<file path="config.mk">
export PLATFORM = sky130hd
export DESIGN_NAME = chol_ctrl
export DESIGN_NICKNAME = d
export VERILOG_FILES = /design/src/rtl/chol_pkg.sv /design/src/rtl/chol_ctrl.sv
export SDC_FILE = /design/constraint.sdc
export NUM_CORES = 1
export LEC_CHECK = 0
export BUFFER_PORTS_ARGS = -buffer_cell sky130_fd_sc_hd__buf_2
export CAP_MARGIN = 15
export CORE_MARGIN = 2
export CORE_UTILIZATION = 35
export CTS_CLUSTER_DIAMETER = 200
export DETAILED_ROUTE_END_ITERATION = 6
export HOLD_SLACK_MARGIN = 0.02
export PLACE_DENSITY = 0.51
export SYNTH_ARGS = -nofsm -noshare
export SYNTH_HDL_FRONTEND = slang
export SYNTH_SLANG_ARGS = --single-unit
</file>
<file path="constraint.sdc">
create_clock -name clk -period 7.8 [get_ports clk]
set_input_delay 0.39 -clock clk [delete_from_list [all_inputs] [get_ports clk]]
set_output_delay 0.39 -clock clk [all_outputs]
set_load 0.03 [all_outputs]
</file>
<file path="src/rtl/chol_pkg.sv">
`timescale 1ns / 1ps
// shared types and helpers for the cholesky factorisation block
// no dependencies

package chol_pkg;

	localparam int WORD_W = 32;
	localparam int FRAC_W = 16;
	localparam int CFG_W  = 4;

	typedef enum logic [4:0] {
		S_LOAD, S_FILL, S_ACC_RD, S_ACC_LD, S_A_RD, S_B_RD, S_MUL, S_SCALE, S_SUB,
		S_PIVOT, S_DIV_LD, S_DIV_W, S_SQRT_W, S_NEXT, S_OUT_RD, S_OUT_LD, S_ERR
	} chol_state_t;

	typedef enum logic [1:0] {
		WSEL_IN, WSEL_ZERO, WSEL_DIV, WSEL_SQRT
	} chol_wsel_t;

	typedef struct packed {
		logic       rd_en;
		logic       wr_en;
		chol_wsel_t wr_sel;
		logic       ld_acc;
		logic       ld_a;
		logic       mul;
		logic       scale;
		logic       sub;
		logic       start_div;
		logic       start_sqrt;
		logic       load_out;
		logic       out_err;
		logic       out_last;
	} chol_cmd_t;

	typedef struct packed {
		logic div_done;
		logic sqrt_done;
		logic acc_nonpos;
		logic out_free;
	} chol_status_t;

	// triangular number: base slot of a row in row-major lower order
	function automatic int tri_num(input int m);
		return (m * (m + 1)) / 2;
	endfunction

endpackage

</file>
<file path="src/rtl/chol_ctrl.sv">
`timescale 1ns / 1ps
// controller: load sequencing, factorisation loop counters, result sweep
// depends on chol_pkg

module chol_ctrl #(
	parameter int MAX_ORDER = 8
) (
	input  logic                                                 clk,
	input  logic                                                 arst_n,
	input  logic                                                 cfg_valid,
	input  logic [chol_pkg::CFG_W-1:0]                           cfg_data,
	input  logic                                                 in_valid,
	input  logic                                                 last_element,
	output logic                                                 in_stall,
	input  chol_pkg::chol_status_t                               status,
	output chol_pkg::chol_cmd_t                                  cmd,
	output logic [(MAX_ORDER*(MAX_ORDER+1)/2 > 1 ? $clog2(MAX_ORDER*(MAX_ORDER+1)/2) : 1)-1:0] rd_addr,
	output logic [(MAX_ORDER*(MAX_ORDER+1)/2 > 1 ? $clog2(MAX_ORDER*(MAX_ORDER+1)/2) : 1)-1:0] wr_addr
);

	localparam int SLOTS  = MAX_ORDER * (MAX_ORDER + 1) / 2;
	localparam int ADDR_W = SLOTS > 1 ? $clog2(SLOTS) : 1;
	localparam int CNT_W  = $clog2(SLOTS + 1);
	localparam int ORD_W  = $clog2(MAX_ORDER + 1);

	chol_pkg::chol_state_t state_q, state_d;

	logic [chol_pkg::CFG_W-1:0] msize_q;
	logic [CNT_W-1:0]           load_count_q;
	logic [CNT_W-1:0]           ptr_q;
	logic [ORD_W-1:0]           i_q, j_q, k_q;
	logic [ORD_W-1:0]           n;
	logic [CNT_W-1:0]           total;
	logic [CNT_W-1:0]           count_next;
	logic                       accept;
	logic                       room;
	int                         ri, rj;

	assign accept = in_valid && (state_q == chol_pkg::S_LOAD);
	assign room   = int'(load_count_q) < SLOTS;
	assign count_next = room ? load_count_q + 1'b1 : load_count_q;

	always_comb begin
		if (msize_q == '0) n = ORD_W'(1);
		else if (int'(msize_q) > MAX_ORDER) n = ORD_W'(MAX_ORDER);
		else n = ORD_W'(msize_q);
	end

	assign total = CNT_W'(chol_pkg::tri_num(int'(n)));
	assign ri    = chol_pkg::tri_num(int'(i_q));
	assign rj    = chol_pkg::tri_num(int'(j_q));

	always_ff @(posedge clk or negedge arst_n) begin
		if (!arst_n) begin
			state_q      <= chol_pkg::S_LOAD;
			msize_q      <= chol_pkg::CFG_W'(MAX_ORDER);
			load_count_q <= '0;
			ptr_q        <= '0;
			i_q          <= '0;
			j_q          <= '0;
			k_q          <= '0;
		end else begin
			state_q <= state_d;
			if (cfg_valid) msize_q <= cfg_data;
			case (state_q)
				chol_pkg::S_LOAD: begin
					if (accept) begin
						if (last_element) begin
							ptr_q        <= count_next;
							load_count_q <= '0;
						end else begin
							load_count_q <= count_next;
						end
					end
				end
				chol_pkg::S_FILL: begin
					if (ptr_q < total) begin
						ptr_q <= ptr_q + 1'b1;
					end else begin
						i_q <= '0;
						j_q <= '0;
					end
				end
				chol_pkg::S_ACC_RD: k_q <= '0;
				chol_pkg::S_SUB:    k_q <= k_q + 1'b1;
				chol_pkg::S_NEXT: begin
					if (j_q < i_q) begin
						j_q <= j_q + 1'b1;
					end else if (int'(i_q) + 1 < int'(n)) begin
						i_q <= i_q + 1'b1;
						j_q <= '0;
					end else begin
						ptr_q <= '0;
					end
				end
				chol_pkg::S_OUT_LD: begin
					if (status.out_free) ptr_q <= ptr_q + 1'b1;
				end
				default: ;
			endcase
		end
	end

	always_comb begin
		state_d = state_q;
		case (state_q)
			chol_pkg::S_LOAD: begin
				if (accept && last_element) state_d = chol_pkg::S_FILL;
			end
			chol_pkg::S_FILL: begin
				if (ptr_q >= total) state_d = chol_pkg::S_ACC_RD;
			end
			chol_pkg::S_ACC_RD: state_d = chol_pkg::S_ACC_LD;
			chol_pkg::S_ACC_LD: begin
				state_d = (k_q < j_q) ? chol_pkg::S_A_RD : chol_pkg::S_PIVOT;
			end
			chol_pkg::S_A_RD:  state_d = chol_pkg::S_B_RD;
			chol_pkg::S_B_RD:  state_d = chol_pkg::S_MUL;
			chol_pkg::S_MUL:   state_d = chol_pkg::S_SCALE;
			chol_pkg::S_SCALE: state_d = chol_pkg::S_SUB;
			chol_pkg::S_SUB: begin
				state_d = (int'(k_q) + 1 < int'(j_q)) ? chol_pkg::S_A_RD : chol_pkg::S_PIVOT;
			end
			chol_pkg::S_PIVOT: begin
				if (j_q < i_q) state_d = chol_pkg::S_DIV_LD;
				else if (status.acc_nonpos) state_d = chol_pkg::S_ERR;
				else state_d = chol_pkg::S_SQRT_W;
			end
			chol_pkg::S_DIV_LD: state_d = chol_pkg::S_DIV_W;
			chol_pkg::S_DIV_W: begin
				if (status.div_done) state_d = chol_pkg::S_NEXT;
			end
			chol_pkg::S_SQRT_W: begin
				if (status.sqrt_done) state_d = chol_pkg::S_NEXT;
			end
			chol_pkg::S_NEXT: begin
				if (j_q < i_q || int'(i_q) + 1 < int'(n)) state_d = chol_pkg::S_ACC_RD;
				else state_d = chol_pkg::S_OUT_RD;
			end
			chol_pkg::S_OUT_RD: state_d = chol_pkg::S_OUT_LD;
			chol_pkg::S_OUT_LD: begin
				if (status.out_free) begin
					state_d = (ptr_q + 1'b1 == total) ? chol_pkg::S_LOAD : chol_pkg::S_OUT_RD;
				end
			end
			chol_pkg::S_ERR: begin
				if (status.out_free) state_d = chol_pkg::S_LOAD;
			end
			default: state_d = chol_pkg::S_LOAD;
		endcase
	end

	always_comb begin
		cmd      = '0;
		cmd.wr_sel = chol_pkg::WSEL_IN;
		rd_addr  = '0;
		wr_addr  = '0;
		in_stall = 1'b1;
		case (state_q)
			chol_pkg::S_LOAD: begin
				in_stall   = 1'b0;
				cmd.wr_en  = accept && room;
				wr_addr    = load_count_q[ADDR_W-1:0];
			end
			chol_pkg::S_FILL: begin
				cmd.wr_en  = ptr_q < total;
				cmd.wr_sel = chol_pkg::WSEL_ZERO;
				wr_addr    = ptr_q[ADDR_W-1:0];
			end
			chol_pkg::S_ACC_RD: begin
				cmd.rd_en = 1'b1;
				rd_addr   = ADDR_W'(ri + int'(j_q));
			end
			chol_pkg::S_ACC_LD: cmd.ld_acc = 1'b1;
			chol_pkg::S_A_RD: begin
				cmd.rd_en = 1'b1;
				rd_addr   = ADDR_W'(ri + int'(k_q));
			end
			chol_pkg::S_B_RD: begin
				cmd.ld_a  = 1'b1;
				cmd.rd_en = 1'b1;
				rd_addr   = ADDR_W'(rj + int'(k_q));
			end
			chol_pkg::S_MUL:   cmd.mul = 1'b1;
			chol_pkg::S_SCALE: cmd.scale = 1'b1;
			chol_pkg::S_SUB:   cmd.sub = 1'b1;
			chol_pkg::S_PIVOT: begin
				if (j_q < i_q) begin
					cmd.rd_en = 1'b1;
					rd_addr   = ADDR_W'(rj + int'(j_q));
				end else if (!status.acc_nonpos) begin
					cmd.start_sqrt = 1'b1;
				end
			end
			chol_pkg::S_DIV_LD: cmd.start_div = 1'b1;
			chol_pkg::S_DIV_W: begin
				cmd.wr_en  = status.div_done;
				cmd.wr_sel = chol_pkg::WSEL_DIV;
				wr_addr    = ADDR_W'(ri + int'(j_q));
			end
			chol_pkg::S_SQRT_W: begin
				cmd.wr_en  = status.sqrt_done;
				cmd.wr_sel = chol_pkg::WSEL_SQRT;
				wr_addr    = ADDR_W'(ri + int'(i_q));
			end
			chol_pkg::S_OUT_RD: begin
				cmd.rd_en = 1'b1;
				rd_addr   = ptr_q[ADDR_W-1:0];
			end
			chol_pkg::S_OUT_LD: begin
				cmd.load_out = status.out_free;
				cmd.out_last = (ptr_q + 1'b1 == total);
			end
			chol_pkg::S_ERR: begin
				cmd.load_out = status.out_free;
				cmd.out_err  = 1'b1;
				cmd.out_last = 1'b1;
			end
			default: ;
		endcase
	end

endmodule

</file>
# Word-level counts from Yosys, hierarchy flattened
# Index checks and enable logic that the tools add are counted.
[totals]
regBits = 33
in_bits = 13
elab_cells = 137
[classes]
n_addsub = 17
mul = 3
n_lt_le_gt_ge = 8
eq_ne = 31
muxes = 52
n_bitwise = 3
n_reduce_logical = 16
[op_table]
columns = ["cell", "count"]
rows = [
  ["5-bit one-hot mux with 17 select lines", 1],
  ["6-bit 2-to-1 mux", 9],
  ["6-bit one-hot mux with 4 select lines", 2],
  ["4-bit 2-to-1 mux", 11],
  ["5-bit by 4-bit equality test with 1-bit output (second input constant)", 8],
  ["5-bit 2-to-1 mux", 8],
  ["6-bit by 5-bit adder with 6-bit output", 5],
  ["6-bit one-hot mux with 5 select lines", 1],
  ["2-bit inequality test (second input constant)", 12],
  ["4-bit one-hot mux with 2 select lines", 3],
  ["4-bit by 5-bit multiplier with 7-bit output", 3],
  ["4-bit by 1-bit adder with 5-bit output (second input constant)", 4],
  ["5-bit by 3-bit equality test with 1-bit output (second input constant)", 4],
  ["6-bit by 1-bit adder with 6-bit output", 3],
  ["1-bit 2-to-1 mux", 13],
  ["4-bit by 1-bit adder with 4-bit output (second input constant)", 3],
  ["6-bit by 1-bit adder with 6-bit output (second input constant)", 2],
  ["5-bit by 2-bit equality test with 1-bit output (second input constant)", 2],
  ["5-bit by 4-bit < comparator with 1-bit output", 2],
  ["4-bit < comparator", 2],
  ["7-bit AND reduction", 1],
  ["6-bit equality test", 1],
  ["6-bit greater-or-equal comparator", 1],
  ["6-bit < comparator", 1],
  ["22 further kinds", 28],
]

# Logic depth before layout (Yosys ltp)
# Gate-level depths: netlist (run 1).
[logic_depth]
word_depth = 11
ltp_mapped = 22

# Least setup slack after synthesis (run 1)
# No wires, ideal clock.
[synth_timing]
path_type = "reg-to-reg"
start = "register msize_q[2] (netlist name)"
end = "register ptr_q[0]"
setup_time_ns = 0.125
t_arrival_ns = 4.776
required_ns = 7.675
path_slack_ns = 2.899
path_stages_with_launch = 21
synth_period_minus_slack_ns = 4.901
path_cell_list = "dfrtp_1 > nor2_1 > nor2_1 > nor2_1 > ha_1 > inv_1 > ha_1 > nand2b_1 > fa_1 > fa_1 > inv_1 > fa_1 > xnor2_1 > ha_1 > a211o_1 > o211ai_1 > and3b_1 > o22ai_1 > or3_1 > buf_6 > mux2_4"
[synth_between]
elab_chain_len = 10
elab_cells_between_ends = 13
classes_between = "add/sub: 2; mul: 1; order compare: 3; eq/ne: 2; mux: 2; bitwise: 1; reduce/logical: 2"
[synth_lines]
columns = ["item", "line", "rtl"]
rows = [
  ["start, declared", "chol_ctrl.sv:28", "logic [chol_pkg::CFG_W-1:0] msize_q;"],
  ["start signal, assigned", "chol_ctrl.sv:56", "msize_q <= chol_pkg::CFG_W'(MAX_ORDER);"],
  ["start signal, assigned", "chol_ctrl.sv:64", "if (cfg_valid) msize_q <= cfg_data;"],
  ["4-bit > comparator", "chol_ctrl.sv:45", "else if (int'(msize_q) > MAX_ORDER) n = ORD_W'(MAX_ORDER);"],
  ["4-bit 2-to-1 mux", "chol_ctrl.sv:45", ""],
  ["4-bit 2-to-1 mux *", "chol_ctrl.sv:44", "if (msize_q == '0) n = ORD_W'(1);"],
  ["4-bit by 1-bit adder with 5-bit output", "chol_pkg.sv:45", "return (m * (m + 1)) / 2;"],
  ["4-bit by 5-bit multiplier with 7-bit output", "chol_pkg.sv:45", ""],
  ["1-bit AND (no line)", "--", ""],
  ["6-bit by 1-bit adder with 6-bit output (no line)", "--", ""],
  ["6-bit < comparator", "chol_ctrl.sv:77", "if (ptr_q < total) begin"],
  ["2-bit inequality test (no line)", "--", ""],
  ["7-bit AND reduction (no line) *", "--", ""],
  ["end signal, assigned", "chol_ctrl.sv:69", "ptr_q <= count_next;"],
  ["end signal, assigned", "chol_ctrl.sv:78", "ptr_q <= ptr_q + 1'b1;"],
  ["end signal, assigned", "chol_ctrl.sv:97", "if (status.out_free) ptr_q <= ptr_q + 1'b1;"],
  ["end, declared", "chol_ctrl.sv:30", "logic [CNT_W-1:0] ptr_q;"],
]
# Every way passes the cells marked *; elsewhere a longest branch is shown, timed or not.
# A chain may end at the register's enable or synchronous reset.

# Worst setup path after layout (run 1)
[layout_timing]
start = "register i_q[0]"
end = "output port wr_addr[5] (netlist name)"
[layout_between]
elab_chain_len = 6
elab_cells_between_ends = 7
classes_between = "add/sub: 4; mul: 1; mux: 1; bitwise: 1"
[layout_lines]
columns = ["item", "line", "rtl"]
rows = [
  ["start, declared", "chol_ctrl.sv:31", "logic [ORD_W-1:0] i_q, j_q, k_q;"],
  ["start signal, assigned", "chol_ctrl.sv:90", "i_q <= i_q + 1'b1;"],
  ["4-bit by 1-bit adder with 5-bit output", "chol_pkg.sv:45", ""],
  ["4-bit by 5-bit multiplier with 7-bit output", "chol_pkg.sv:45", ""],
  ["1-bit AND (no line)", "--", ""],
  ["6-bit by 1-bit adder with 6-bit output (no line)", "--", ""],
  ["6-bit by 5-bit adder with 6-bit output, on equally long branches", "chol_ctrl.sv:204, chol_ctrl.sv:199", ""],
  ["6-bit one-hot mux with 4 select lines *", "chol_ctrl.sv:159", "case (state_q)"],
  ["end, declared", "chol_ctrl.sv:18", "output logic [(MAX_ORDER*(MAX_ORDER+1)/2 > 1 ? $clog2(MAX_ORDER*(MAX_ORDER+1)/2) : 1)-1:0] wr_addr"],
]
# Marked as above.

==> results of run 1 <==
worst max-delay path by stage:
| stage | endpoint | slack, ns | cells past startpoint |
|---|---|---|---|
| final | wr_addr[5] | 1.95 | 16 |
| after global routing | wr_addr[5] | 1.60 | 16 |
| after floorplan | ptr_q[0] | 2.90 | 20 |
| after CTS | wr_addr[5] | 1.99 | 16 |
| after global placement | wr_addr[5] | 2.28 | 16 |
| after detailed placement | wr_addr[5] | 2.30 | 16 |
critical path, stage by stage (launching register included):
cell and delay [ns]:
dfrtp_1 0.66, inv_1 0.21, ha_1 0.47, inv_1 0.19, nand2_1 0.10, fa_1 0.49, fa_1 0.54, fa_1 0.47
xnor2_1 0.40, ha_1 0.36, nand2_1 0.07, o21ai_0 0.09, o22ai_1 0.19, xnor2_1 0.13, a222oi_1 0.35, o21ai_0 0.22
buf_2 0.23
cell type report:
class	count	area (sq um)	share of cell area
Clock buffer	6	129	0.0237
Clock inverter	2	10.0	0.00184
Inverter	58	218	0.0401
Multi-Input combinational cell	476	3820	0.705
Sequential cell	33	827	0.152
Tap cell	180	225	0.0415
Timing Repair Buffer	39	195	0.0360
logic make-up after synthesis:
family,after synthesis,share of synthesized area
AND/OR/NAND/NOR,186,0.188
XOR/XNOR,44,0.0832
AO/OA/AOI/OAI,131,0.187
multiplexers,18,0.0424
other,2,0.00151
buffers and inverters,74,0.0623
flip-flops,33,0.167
adder cells (fa/ha/maj),95,0.268
state kept, by name, indices dropped and copies added, names as in the netlist:
register,cells
i_q,4
j_q,4
k_q,4
load_count_q,6
msize_q,4
ptr_q,6
state_q,5
per-stage QoR:
step	hold slack (ns)	utilization	instance area, sq um	setup slack [ns]	std cells
final	0.203	0.391	5430	1.95	794
after global routing	0.301	0.391	5430	1.60	794
after detailed placement	0.526	0.381	5290	2.30	786
after global placement	0.516	0.381	5290	2.28	786
after CTS	0.248	0.391	5430	1.99	794
after floorplan	0.0944	-	4960	2.90	583
layer usage:
layer,vias up,GRT usage
li1,2130,-
met1,2135,0.278
met2,115,0.320
met3,18,0.0203
met4,0,0.0483
met5,-,0
placed cells by master (no fill, tap or decap), types with 16 or more instances in the layout:
master and instances:
ha_1 76, inv_1 58, nor2_1 56, buf_2 39
nand2_1 38, dfrtp_1 32, o21ai_0 28, xnor2_1 26
fa_1 19, a21oi_1 17, nand3_1 17, nand2b_1 16
xor2_1 16
==> qor.txt, run 1 <==
Worst Setup SP: i_q[0]
setup TNS: 0 ns
DIE WIDTH: 123 um
I/O pins: 40
Max transition margin: 0.425
CORE AREA: 13900 sq um
post-CTS setup buffer count: 0
most common cell in the netlist: ha_1
height of the die: 123 um
CTS sink count: 33
max_cap viols: 0
Post-CTS Resized: 0
Highest Signal Layer: met4
Crit Path Max Fanout: 12
Post-DRT Antenna Nets: 0
Starting Density: 0.357
Slew Viols, Final: 0
top post-synthesis cells by count: ha_1, inv_1, nor2_1
Layout area overhead: 9.43%
final wirelength: 14100 um
DRT Pass-1 Iters: 5
reg-to-reg slack, setup: 2.36 ns
cts bufs inserted: 5
first-pass GRT wire length: 23100 um
maximum clock frequency: 0.171 GHz
Post-synth top flop: dfrtp_1
RSZ-0062 raised after global routing: false
EDFF count, synth: 0
Crit. End Element: primary output
Met1 Wirelength: 6750 um
syn_nets: 691
Setup Skew: 0.00823 ns
number of global-route vias before repair: 4360
WL per Instance: 17.8 um
Setup-failing EPs final: 0
CTS tree: yes
share of cells above drive strength 1: 0.111
Final nets: 721
initial DRC count: 318
FF-to-FF path depth: 21
FF+latch count, synth: 33
yosys warns: 0
initial antenna violation count: 0
Post-Syn Instances: 583
Crit Path Class: reg2out
Hold-fix buffers, CTS: 0
min Tclk post-route: 5.85 ns
drt drc: 0
diode count: 0
total global routing track utilization: 0.196
Met3 Wirelength: 687 um
Clock transition at path regs: 0.06 ns
asr flop ratio synth: 1.00
Startpoint Class: register
Critical Path AT: 5.46 ns
mapped cell area: 4960 sq um
Die ar.: 15100 sq um
Worst-Margin Slew: 0.863 ns
Placer Congestion: 0.885
final global-route overflow total: 0
HP Class: in2async
Final Cycle Share: 0.750
Hold Fails Final Rpt: 0
required time worst endpoint: 7.41 ns
WL met2: 6500 um
largest net degree at the start of global routing: 34
cell accounting for the most synthesized area: ha_1
synth unique cells: 74
syn avg cell area: 8.51 sq um
Port Buffers: 39
r2r startpoint: msize_q[2]
CTS H-tree depth: 2
main area contributors after synthesis: ha_1, dfrtp_1, fa_1
Cell Rows: 43
Root Driver: clkbuf_16
DP Wirelength: 11400 um
status: finished, final reports clean
worst reg2reg endpoint: ptr_q[1]
DR vias/cell: 5.54
share of the synthesized area in the top cell type: 0.192
Max Root-Sink Buffers: 2
fill cell count: 1482
Vias: 4398
clock insertion delay at the later pin of the skew report: 0.29 ns
sequential cell area fraction in the yosys report: 0.167
Power of run 1 is left out: the tool's default activity adds up to more than one toggle a clock period on the data nets, which glitch-free logic cannot reach.
==> inputs of run 2 (changes only) <==
clock period = 5.74 ns   (was 7.8 ns; I/O delays follow)
==> run 2 against run 1 <==
Compared with the run above: critical path depth increased by 1; cell area rose by 1.0%; via count decreased by 1.7%; worst hold slack got worse by 0.10 ns; global-route usage down 0.21 points; utilization increased by 0.41 points; register-to-register slack worse by 1.9 ns; flip-flop and latch count stayed put; highest routed layer unchanged; final cell count grew 0.38%; sequential share of layout area fell by 0.16 points; non-clock buffer count is 3 higher.
==> qor.txt, run 2 (synthesis gave the netlist of run 1 again) <==
height of the die: 123 um
Port Buffers: 39
most common cell after layout, fill and taps aside: ha_1
RSZ-0062 raised after global routing: false
worst reg2reg endpoint: ptr_q[1]
min Tclk post-route: 5.33 ns
Crit Path Class: reg2out
number of global-route vias before repair: 4382
Startpoint Class: register
Clock transition at path regs: 0.06 ns
drt drc: 0
FF-to-FF path depth: 20
clock insertion delay at the later pin of the skew report: 0.29 ns
Critical Path Max Stage Delay: 0.60 ns
Layout area overhead: 10.6%
final wirelength: 13800 um
Max transition margin: 0.430
DIE WIDTH: 123 um
most frequent cells in the layout: ha_1, inv_1, nor2_1
largest net degree at the start of global routing: 34
I/O pins: 40
Cell Rows: 43
HP Class: in2async
registers with the most flip-flops: load_count_q x6, ptr_q x6, state_q x5
final global-route overflow total: 0
DP Wirelength: 11300 um
Slew Viols, Final: 0
Final nets: 724
Final Cycle Share: 0.928
Slowest-stage cell, CP: dfrtp_1
Setup-failing EPs final: 0
DR vias/cell: 5.42
Post-CTS Resized: 0
setup TNS: 0 ns
cts bufs inserted: 5
r2r startpoint: msize_q[2]
total global routing track utilization: 0.194
CORE AREA: 13900 sq um
Crit. End Element: primary output
initial DRC count: 391
CTS sink count: 33
CTS tree: yes
Starting Density: 0.357
Worst Setup SP: j_q[1]
Hold Fails Final Rpt: 0
diode count: 0
Crit Path Max Fanout: 10
final setup margin: 0.411 ns
DRT Pass-1 Iters: 5
dpl ws: 0.455 ns
Vias: 4322
post-CTS setup buffer count: 0
status: finished, final reports clean
fill cell count: 1402
max_cap viols: 0
required time worst endpoint: 5.45 ns
Die ar.: 15100 sq um
Placer Congestion: 0.911
CTS H-tree depth: 2
Max Root-Sink Buffers: 2
initial antenna violation count: 0
first-pass GRT wire length: 22800 um
Critical Path AT: 5.04 ns
Post-DRT Antenna Nets: 0
maximum clock frequency: 0.188 GHz
Hold-fix buffers, CTS: 0
WL per Instance: 17.4 um
share of cells above drive strength 1: 0.115
Root Driver: clkbuf_16
Worst-Margin Slew: 0.854 ns
reg-to-reg slack, setup: 0.43 ns
Setup Skew: 0.00420 ns
critical path, cell by cell: ha_1 -> inv_1 -> ha_1 -> nand2b_1 -> fa_1 -> fa_1 -> fa_1 -> inv_1 -> nor2_1 -> a21oi_1 -> ha_1 -> a21oi_1 -> xnor2_1 -> nor2_1 -> a221oi_1 -> o31ai_1 -> buf_2
[run 2: worst max path at each step]
stage                 end  slack, ns  depth (start not counted)
6_report       rd_addr[3]       0.41                         17
5_1_grt        wr_addr[5]       0.04                         17
4_1_cts        rd_addr[3]       0.38                         17
3_5_place_dp     ptr_q[4]       0.45                         21
3_3_place_gp     ptr_q[0]       0.57                         20
2_1_floorplan    ptr_q[0]       0.84                         20
[run 2: per-layer routing]
metal	wire, um	global-route usage	vias to the layer above
met1	6560	0.269	2055
met3	666	0.0268	21
met4	330	0.0632	0
met5	0	0	-
li1	-	-	2137
met2	6290	0.311	109
[run 2: layout make-up]
class / count / area (sq um) / area share
multi-input combinational: 476 / 3820 / 0.697
sequential: 33 / 827 / 0.151
tap: 180 / 225 / 0.0411
timing repair buffer: 42 / 218 / 0.0397
inverter: 58 / 218 / 0.0397
clock buffer: 7 / 143 / 0.0260
clock inverter: 1 / 30.0 / 0.00547
[run 2: per-stage QoR]
stage                     cells  cell area, sq um  utilization  hold WS [ns]
after floorplan             583              4960            -      -0.00859
after global placement      789              5310        0.383         0.439
after detailed placement    789              5310        0.383         0.437
after CTS                   797              5490        0.395         0.133
after global routing        797              5490        0.395         0.159
final                       797              5490        0.395         0.101
[run 2: critical path, delay by kind of cell (launching register included)]
| family | cells | cell delay (ns) |
|---|---|---|
| buf+inv | 3 | 0.33 |
| simple gates | 3 | 0.34 |
| compound gates | 4 | 0.83 |
| flops | 1 | 0.60 |
| fa+ha+maj | 6 | 2.49 |
| xor+xnor | 1 | 0.16 |
Power of run 2 is left out for the same reason.
